==> src/brl_pkg.sv <==
// Shared types, constants and helpers for the Bresenham line rasterizer.
// Used by brl_core and bresenham_line_rasterizer; depends on nothing else.
package brl_pkg;

  // Coordinate width and error term width (two guard bits for sign and 2x).
  localparam int COORD_BITS = 12;
  localparam int DEC_W      = COORD_BITS + 2;

  typedef logic [COORD_BITS-1:0] coord_t;
  typedef logic [DEC_W-1:0]      dec_t;

  // Command codes of an input item
  typedef enum logic {
    CMD_START = 1'b0,
    CMD_STEP  = 1'b1
  } cmd_t;

  typedef struct packed {
    cmd_t   cmd;
    coord_t x_start;
    coord_t y_start;
    coord_t x_end;
    coord_t y_end;
  } line_in_t;

  typedef struct packed {
    coord_t pixel_x;
    coord_t pixel_y;
    logic   last_pixel;
  } pixel_out_t;

  // Move a coordinate one unit, wrapping at the coordinate width
  function automatic coord_t move_one(input coord_t v, input logic backward);
    move_one = backward ? (v - coord_t'(1)) : (v + coord_t'(1));
  endfunction

  // Absolute difference of two coordinates
  function automatic coord_t abs_diff(input coord_t a, input coord_t b);
    abs_diff = (a > b) ? (a - b) : (b - a);
  endfunction

endpackage

==> src/bresenham_line_rasterizer.sv <==
// Top level of the Bresenham line rasterizer: input register, line core, result register.
// Depends on brl_pkg and brl_core.
//
//   channel  | ports                            | payload
//   ---------+----------------------------------+------------------------------------
//   input    | in_valid, in_stall, in_data      | cmd, x_start, y_start, x_end, y_end
//   result   | out_valid, out_stall, out_data   | pixel_x, pixel_y, last_pixel
//
// One item per cycle while not stalled; an item is held in the input register, and its pixel
// then in the result register. Setup and every step are combinational logic in brl_core.
// rst_n is synchronous, active low, and leaves the block idle with no line.
// A stalled result holds the output register; the input register then fills and stalls.
// A step item with no line running is consumed and gives no result.
module bresenham_line_rasterizer
  import brl_pkg::*;
(
  input  logic       clk,
  input  logic       rst_n,
  input  logic       in_valid,
  output logic       in_stall,
  input  line_in_t   in_data,
  output logic       out_valid,
  input  logic       out_stall,
  output pixel_out_t out_data
);

  logic       in_vld_r;
  line_in_t   in_data_r;
  logic       out_vld_r;
  pixel_out_t out_data_r;
  logic       advance;
  logic       go;
  logic       res_valid;
  pixel_out_t res;

  // Process the held item when the result register can take its pixel
  assign advance  = !out_vld_r || !out_stall;
  assign go       = in_vld_r && advance;
  assign in_stall = in_vld_r && !advance;

  brl_core u_core (
    .clk       (clk),
    .rst_n     (rst_n),
    .go        (go),
    .cmd_in    (in_data_r),
    .res_valid (res_valid),
    .res       (res)
  );

  // Capture an item when the input register is free or draining
  always_ff @(posedge clk) begin
    if (!rst_n) begin
      in_vld_r <= 1'b0;
    end else if (!in_stall) begin
      in_vld_r <= in_valid;
    end
    if (in_valid && !in_stall) begin
      in_data_r <= in_data;
    end
  end

  // Load the pixel; hold it while stalled
  always_ff @(posedge clk) begin
    if (!rst_n) begin
      out_vld_r <= 1'b0;
    end else if (advance) begin
      out_vld_r <= go && res_valid;
    end
    if (go && res_valid) begin
      out_data_r <= res;
    end
  end

  assign out_valid = out_vld_r;
  assign out_data  = out_data_r;

`ifndef SYNTH
  // A pixel comes only from a held item
  a_out_from_item: assert property (@(posedge clk) disable iff (!rst_n)
    $rose(out_vld_r) |-> $past(in_vld_r))
    else $error("result without a held item");

  // A held item is never dropped while it stalls
  a_in_hold: assert property (@(posedge clk) disable iff (!rst_n)
    in_stall |=> in_vld_r && $stable(in_data_r))
    else $error("stalled input item lost");

  // A stalled pixel stays in the result register
  a_out_hold: assert property (@(posedge clk) disable iff (!rst_n)
    out_vld_r && out_stall |=> out_vld_r && $stable(out_data_r))
    else $error("stalled pixel lost");
`endif

endmodule

==> src/brl_core.sv <==
// Line state and combinational setup/step logic of the rasterizer.
// Depends on brl_pkg; instantiated by bresenham_line_rasterizer.
module brl_core
  import brl_pkg::*;
(
  input  logic       clk,
  input  logic       rst_n,
  input  logic       go,
  input  line_in_t   cmd_in,
  output logic       res_valid,
  output pixel_out_t res
);

  coord_t cur_x_r,  cur_x_nxt;
  coord_t cur_y_r,  cur_y_nxt;
  coord_t stop_x_r, stop_x_nxt;
  coord_t stop_y_r, stop_y_nxt;
  dec_t   decision_r, decision_nxt;
  coord_t delta_major_r, delta_major_nxt;
  coord_t delta_minor_r, delta_minor_nxt;
  logic   steep_r, steep_nxt;
  logic   x_backward_r, x_backward_nxt;
  logic   y_backward_r, y_backward_nxt;
  logic   busy_r, busy_nxt;

  coord_t dx;
  coord_t dy;
  logic   dy_gt_dx;
  logic   last;

  // Setup terms for a start item
  assign dx       = abs_diff(cmd_in.x_start, cmd_in.x_end);
  assign dy       = abs_diff(cmd_in.y_start, cmd_in.y_end);
  assign dy_gt_dx = dy > dx;

  // Start or step the line, then flag the pixel that reaches the end
  always_comb begin
    cur_x_nxt       = cur_x_r;
    cur_y_nxt       = cur_y_r;
    stop_x_nxt      = stop_x_r;
    stop_y_nxt      = stop_y_r;
    decision_nxt    = decision_r;
    delta_major_nxt = delta_major_r;
    delta_minor_nxt = delta_minor_r;
    steep_nxt       = steep_r;
    x_backward_nxt  = x_backward_r;
    y_backward_nxt  = y_backward_r;
    busy_nxt        = busy_r;
    res_valid       = 1'b0;

    if (go) begin
      if (cmd_in.cmd == CMD_START) begin
        steep_nxt       = dy_gt_dx;
        delta_major_nxt = dy_gt_dx ? dy : dx;
        delta_minor_nxt = dy_gt_dx ? dx : dy;
        x_backward_nxt  = cmd_in.x_end < cmd_in.x_start;
        y_backward_nxt  = cmd_in.y_end < cmd_in.y_start;
        cur_x_nxt       = cmd_in.x_start;
        cur_y_nxt       = cmd_in.y_start;
        stop_x_nxt      = cmd_in.x_end;
        stop_y_nxt      = cmd_in.y_end;
        decision_nxt    = {1'b0, delta_minor_nxt, 1'b0} - {2'b00, delta_major_nxt};
        busy_nxt        = 1'b1;
        res_valid       = 1'b1;
      end else if (busy_r) begin
        // advance the major axis
        if (steep_r) begin
          cur_y_nxt = move_one(cur_y_r, y_backward_r);
        end else begin
          cur_x_nxt = move_one(cur_x_r, x_backward_r);
        end
        // advance the minor axis on a non-negative error term
        if (!decision_r[DEC_W-1]) begin
          if (steep_r) begin
            cur_x_nxt = move_one(cur_x_r, x_backward_r);
          end else begin
            cur_y_nxt = move_one(cur_y_r, y_backward_r);
          end
          decision_nxt = decision_r + {1'b0, delta_minor_r, 1'b0}
                         - {1'b0, delta_major_r, 1'b0};
        end else begin
          decision_nxt = decision_r + {1'b0, delta_minor_r, 1'b0};
        end
        res_valid = 1'b1;
      end
    end

    last = steep_nxt ? (cur_y_nxt == stop_y_nxt) : (cur_x_nxt == stop_x_nxt);
    if (res_valid && last) begin
      busy_nxt = 1'b0;
    end

    res.pixel_x    = cur_x_nxt;
    res.pixel_y    = cur_y_nxt;
    res.last_pixel = last;
  end

  // Hold line state; only busy needs a reset value
  always_ff @(posedge clk) begin
    if (!rst_n) begin
      busy_r <= 1'b0;
    end else begin
      busy_r <= busy_nxt;
    end
    cur_x_r       <= cur_x_nxt;
    cur_y_r       <= cur_y_nxt;
    stop_x_r      <= stop_x_nxt;
    stop_y_r      <= stop_y_nxt;
    decision_r    <= decision_nxt;
    delta_major_r <= delta_major_nxt;
    delta_minor_r <= delta_minor_nxt;
    steep_r       <= steep_nxt;
    x_backward_r  <= x_backward_nxt;
    y_backward_r  <= y_backward_nxt;
  end

`ifndef SYNTH
  // Line ends only on an emitted last pixel
  a_busy_ends_on_last: assert property (@(posedge clk) disable iff (!rst_n)
    $fell(busy_r) |-> $past(go && res_valid && res.last_pixel))
    else $error("line went idle without a last pixel");

  // A pixel that is not last leaves the line running
  a_not_last_keeps_busy: assert property (@(posedge clk) disable iff (!rst_n)
    go && res_valid && !res.last_pixel |=> busy_r)
    else $error("line went idle before its last pixel");

  // Minor delta never exceeds major delta while drawing
  a_delta_order: assert property (@(posedge clk) disable iff (!rst_n)
    busy_r |-> delta_minor_r <= delta_major_r)
    else $error("minor delta larger than major delta");
`endif

endmodule
==> config.mk <==
export PLATFORM = sky130hd
export DESIGN_NAME = bresenham_line_rasterizer
export DESIGN_NICKNAME = d
export VERILOG_FILES = /design/src/brl_pkg.sv /design/src/bresenham_line_rasterizer.sv /design/src/brl_core.sv
export SDC_FILE = /design/constraint.sdc
export NUM_CORES = 1
export LEC_CHECK = 0
export BUFFER_PORTS_ARGS = -buffer_cell sky130_fd_sc_hd__buf_2
export CORE_MARGIN = 5
export CORE_UTILIZATION = 25
export CTS_CLUSTER_DIAMETER = 60
export DETAILED_ROUTE_END_ITERATION = 8
export GPL_ROUTABILITY_DRIVEN = 1
export MAX_ROUTING_LAYER = met4
export PLACE_DENSITY = 0.52
export REMOVE_ABC_BUFFERS = 1
export SYNTH_ARGS = -nofsm -noshare
export SYNTH_HDL_FRONTEND = slang
export SYNTH_SLANG_ARGS = --single-unit
==> constraint.sdc <==
create_clock -name clk -period 7.8 [get_ports clk]
set_input_delay 1.95 -clock clk [delete_from_list [all_inputs] [get_ports clk]]
set_output_delay 1.95 -clock clk [all_outputs]
set_load 0.02 [all_outputs]
==> results.py <==
metrics = {
    "timing": {
        "worstMarginPinSlew_ns": 0.889,
        "skew_ns": 0.0141,
        "setup-violations-final": 0,
        "setup_slack_ns": 0.446,
        "hold_viol_final": 0,
        "finalMaxSlewViolations": 0,
        "post-route-period-util": 0.943,
        "relSlewSlack": 0.407,
        "fin_crit_ns": 7.35,
        "clock.fmax_mhz": 136,
    },
    "yosys": {
        "yosys-top-cells-area": "edfxtp_1 30%, ha_1 12%, dfxtp_1 9.2%, xnor2_1 4.4%, inv_1 4.3%",
        "synthDistinctLibCells": 84,
        "synthesis.area_mm2": 0.0113,
        "yosysTopAreaCell": "edfxtp_1",
        "synth-edff-count": 113,
        "postSynthCellCount": 1185,
        "async_flop_share": 0,
        "ys_seq_area_frac": 0.393,
        "yosys.area.top_type_share": 0.301,
        "ys_seq_elements": 165,
        "synth_warnings": 0,
        "synth_ff_type": "edfxtp_1",
        "synth_area_per_cell_um2": 9.52,
    },
    "worst_setup_path": {
        "startpoint_type": "flip-flop",
        "crit_top_cell": "nand2_1",
        "required_ns": 8.00,
        "cp_slowest_cell": "a221o_2",
        "worstSetupPathType": "reg2reg",
        "end_kind": "flip-flop",
        "slowest_delay_ns": 0.45,
        "cp_max_fo": 7,
        "arrival_ns": 7.56,
    },
    "route": {
        "initialDrtViolationCount": 576,
        "wl_per_cell_um": 16.1,
        "viasPerCell": 4.71,
        "antenna_left": 0,
        "routed_wl_um": 30400,
        "drt_pass1_iterations": 5,
        "num_vias": 8916,
        "route.detailed.drc": 0,
    },
    "power_and_ir_drop": {
        "p_leak_nw": 5.63,
        "power.density_mw_per_mm2": 309,
        "total_power_mw": 4.12,
        "vdd_drop_max_v": 0.000176,
    },
    "placement": {
        "dpl_worst_slack_ns": 0.0859,
        "port_buffers": 79,
        "gp_congestion": 0.896,
        "place_hpwl_um": 23600,
    },
    "die": {
        "die_w_um": 222,
        "start_util": 0.254,
        "core_mm2": 0.0444,
        "die_area_mm2": 0.0495,
        "die_h_um": 222,
        "io_pins": 80,
        "rows": 77,
    },
    "cts": {
        "cts_tree": "built",
        "htree_levels": 4,
        "numClockSinks": 165,
        "clkLatencyLatePin_ns": 0.45,
        "ctsLongestPathBuffers": 2,
        "cts-root-buf": "clkbuf_16",
        "clkTransAtPathRegs_ns": 0.07,
        "cts_made_buffers": 17,
    },
    "finish": {
        "num_antenna_cells": 0,
        "area_growth_pct": 18.1,
        "regArea_mm2": 0.00443,
        "nNetsFinal": 1460,
        "fill_cells": 4638,
        "layout_commonest_cell": "inv_1",
        "layout-drive-gt1-share": 0.154,
        "layout_common_cells": "130 x inv_1, 113 x edfxtp_1, 100 x ha_1, 94 x nand2_1, 94 x a21oi_1",
        "multi_input_area_mm2": 0.00639,
    },
    "grt": {
        "grt_pass1_vias": 9098,
        "grt_pass1_wl_um": 48900,
        "grt.total_usage": 0.125,
        "grt-ovfl-total": 0,
        "grt_max_degree": 37,
        "antenna_found_initial": 0,
    },
    "job": {
        "cap_violations": 0,
    },
    "hold_path": {
        "min-delay-path-class": "reg2reg",
    },
    "run_status": {
        "status": "finished, final reports clean",
    },
}
==> metal layers <==
layer / track usage / vias to the layer above / routed length (um)
li1: - / 4489 / -
met1: 0.161 / 4244 / 14400
met2: 0.208 / 158 / 14800
met3: 0.0197 / 25 / 835
met4: 0.0320 / 0 / 357
met5: - / - / 0
==> registers in the layout, summed over array words and instances (netlist names) <==
signal and cells:
u_core.delta_major_r 12, u_core.delta_minor_r 12, u_core.cur_y_r 12, u_core.stop_y_r 12
u_core.steep_r 1, in_data_r 49, u_core.decision_r 13, out_valid 1
u_core.stop_x_r 12, u_core.cur_x_r 12, u_core.x_backward_r 1, in_vld_r 1
u_core.busy_r 1, u_core.y_backward_r 1, out_data 25
==> final cells by class <==
type,count,share of cell area
Clock buffer,23,0.0367
Clock inverter,9,0.00873
Inverter,130,0.0366
Multi-Input combinational cell,860,0.480
Sequential cell,165,0.333
Tap cell,592,0.0556
Timing Repair Buffer,115,0.0500
==> Yosys cell counts (7+ instances only) <==
| library cell | count |
|---|---|
| o21ai_0 | 78 |
| nand2b_1 | 7 |
| o21bai_1 | 20 |
| fa_1 | 9 |
| edfxtp_1 | 113 |
| and3_1 | 7 |
| o21a_1 | 13 |
| a211oi_1 | 17 |
| ha_1 | 109 |
| a21oi_1 | 95 |
| nand3_1 | 19 |
| clkbuf_1 | 23 |
| dfxtp_1 | 52 |
| nor2_1 | 64 |
| xnor2_1 | 57 |
| inv_1 | 130 |
| and2_1 | 8 |
| a21boi_0 | 12 |
| a21o_1 | 24 |
| nand4_1 | 7 |
| xor2_1 | 25 |
| mux2i_1 | 21 |
| nor3_1 | 23 |
| o211ai_1 | 14 |
| o22ai_1 | 22 |
| nand2_1 | 96 |
==> what timing repair did <==
item,in CTS,in global routing
resized for setup,0,32
setup endpoints to repair,0,6
hold buffers,0,0
setup buffers,0,4
==> path summary, 6_finish.rpt <==
check / to / start / cells after the start / slack, ns
setup / recovery: u_core.decision_r[12]$_DFFE_PP_ / in_data_r[36]$_DFFE_PP_ / 33 / 0.45
hold / removal: u_core.stop_y_r[5]$_DFF_P_ / u_core.stop_y_r[5]$_DFF_P_ / 2 / 0.50
setup reg to reg: u_core.decision_r[12]$_DFFE_PP_ / in_data_r[36]$_DFFE_PP_ / 33 / 0.45
hold reg to reg: u_core.stop_y_r[5]$_DFF_P_ / u_core.stop_y_r[5]$_DFF_P_ / 2 / 0.50
==> metrics by stage <==
| stage | util | hold slack, ns | TNS [ns] | cell area [um2] | cells |
|---|---|---|---|---|---|
| floorplan | - | 0.461 | 0 | 11200 | 1155 |
| global placement | 0.283 | 0.476 | 0 | 12600 | 1858 |
| detailed placement | 0.283 | 0.486 | 0 | 12600 | 1858 |
| CTS | 0.296 | 0.503 | 0 | 13200 | 1890 |
| global route | 0.300 | 0.522 | -0.0280 | 13300 | 1894 |
| finish | 0.300 | 0.502 | 0 | 13300 | 1894 |
==> logic make-up after synthesis <==
kind of cell | synth area share
AO/OA/AOI/OAI | 0.201
XOR/XNOR | 0.0637
buffers and inverters | 0.0542
multiplexers | 0.0269
adder cells (fa/ha/maj) | 0.141
AND/OR/NAND/NOR | 0.120
flip-flops | 0.393
==> power by group <==
part	internal (mW)	switching (mW)	total, mW
Clock	0.511	0.368	0.878
Combinational	0.909	1.17	2.08
Sequential	1.11	0.0593	1.17
Total	2.53	1.59	4.12
==> worst max-delay path, delay by kind of cell, from the launching register on <==
kind / cells / cell delay, ns
compound gates: 12 / 2.46
simple gates: 12 / 1.92
fa+ha+maj: 5 / 1.74
flops: 1 / 0.43
mux: 1 / 0.27
buf+inv: 2 / 0.13
xor+xnor: 1 / 0.12
(Power assumes the default switching activity.)
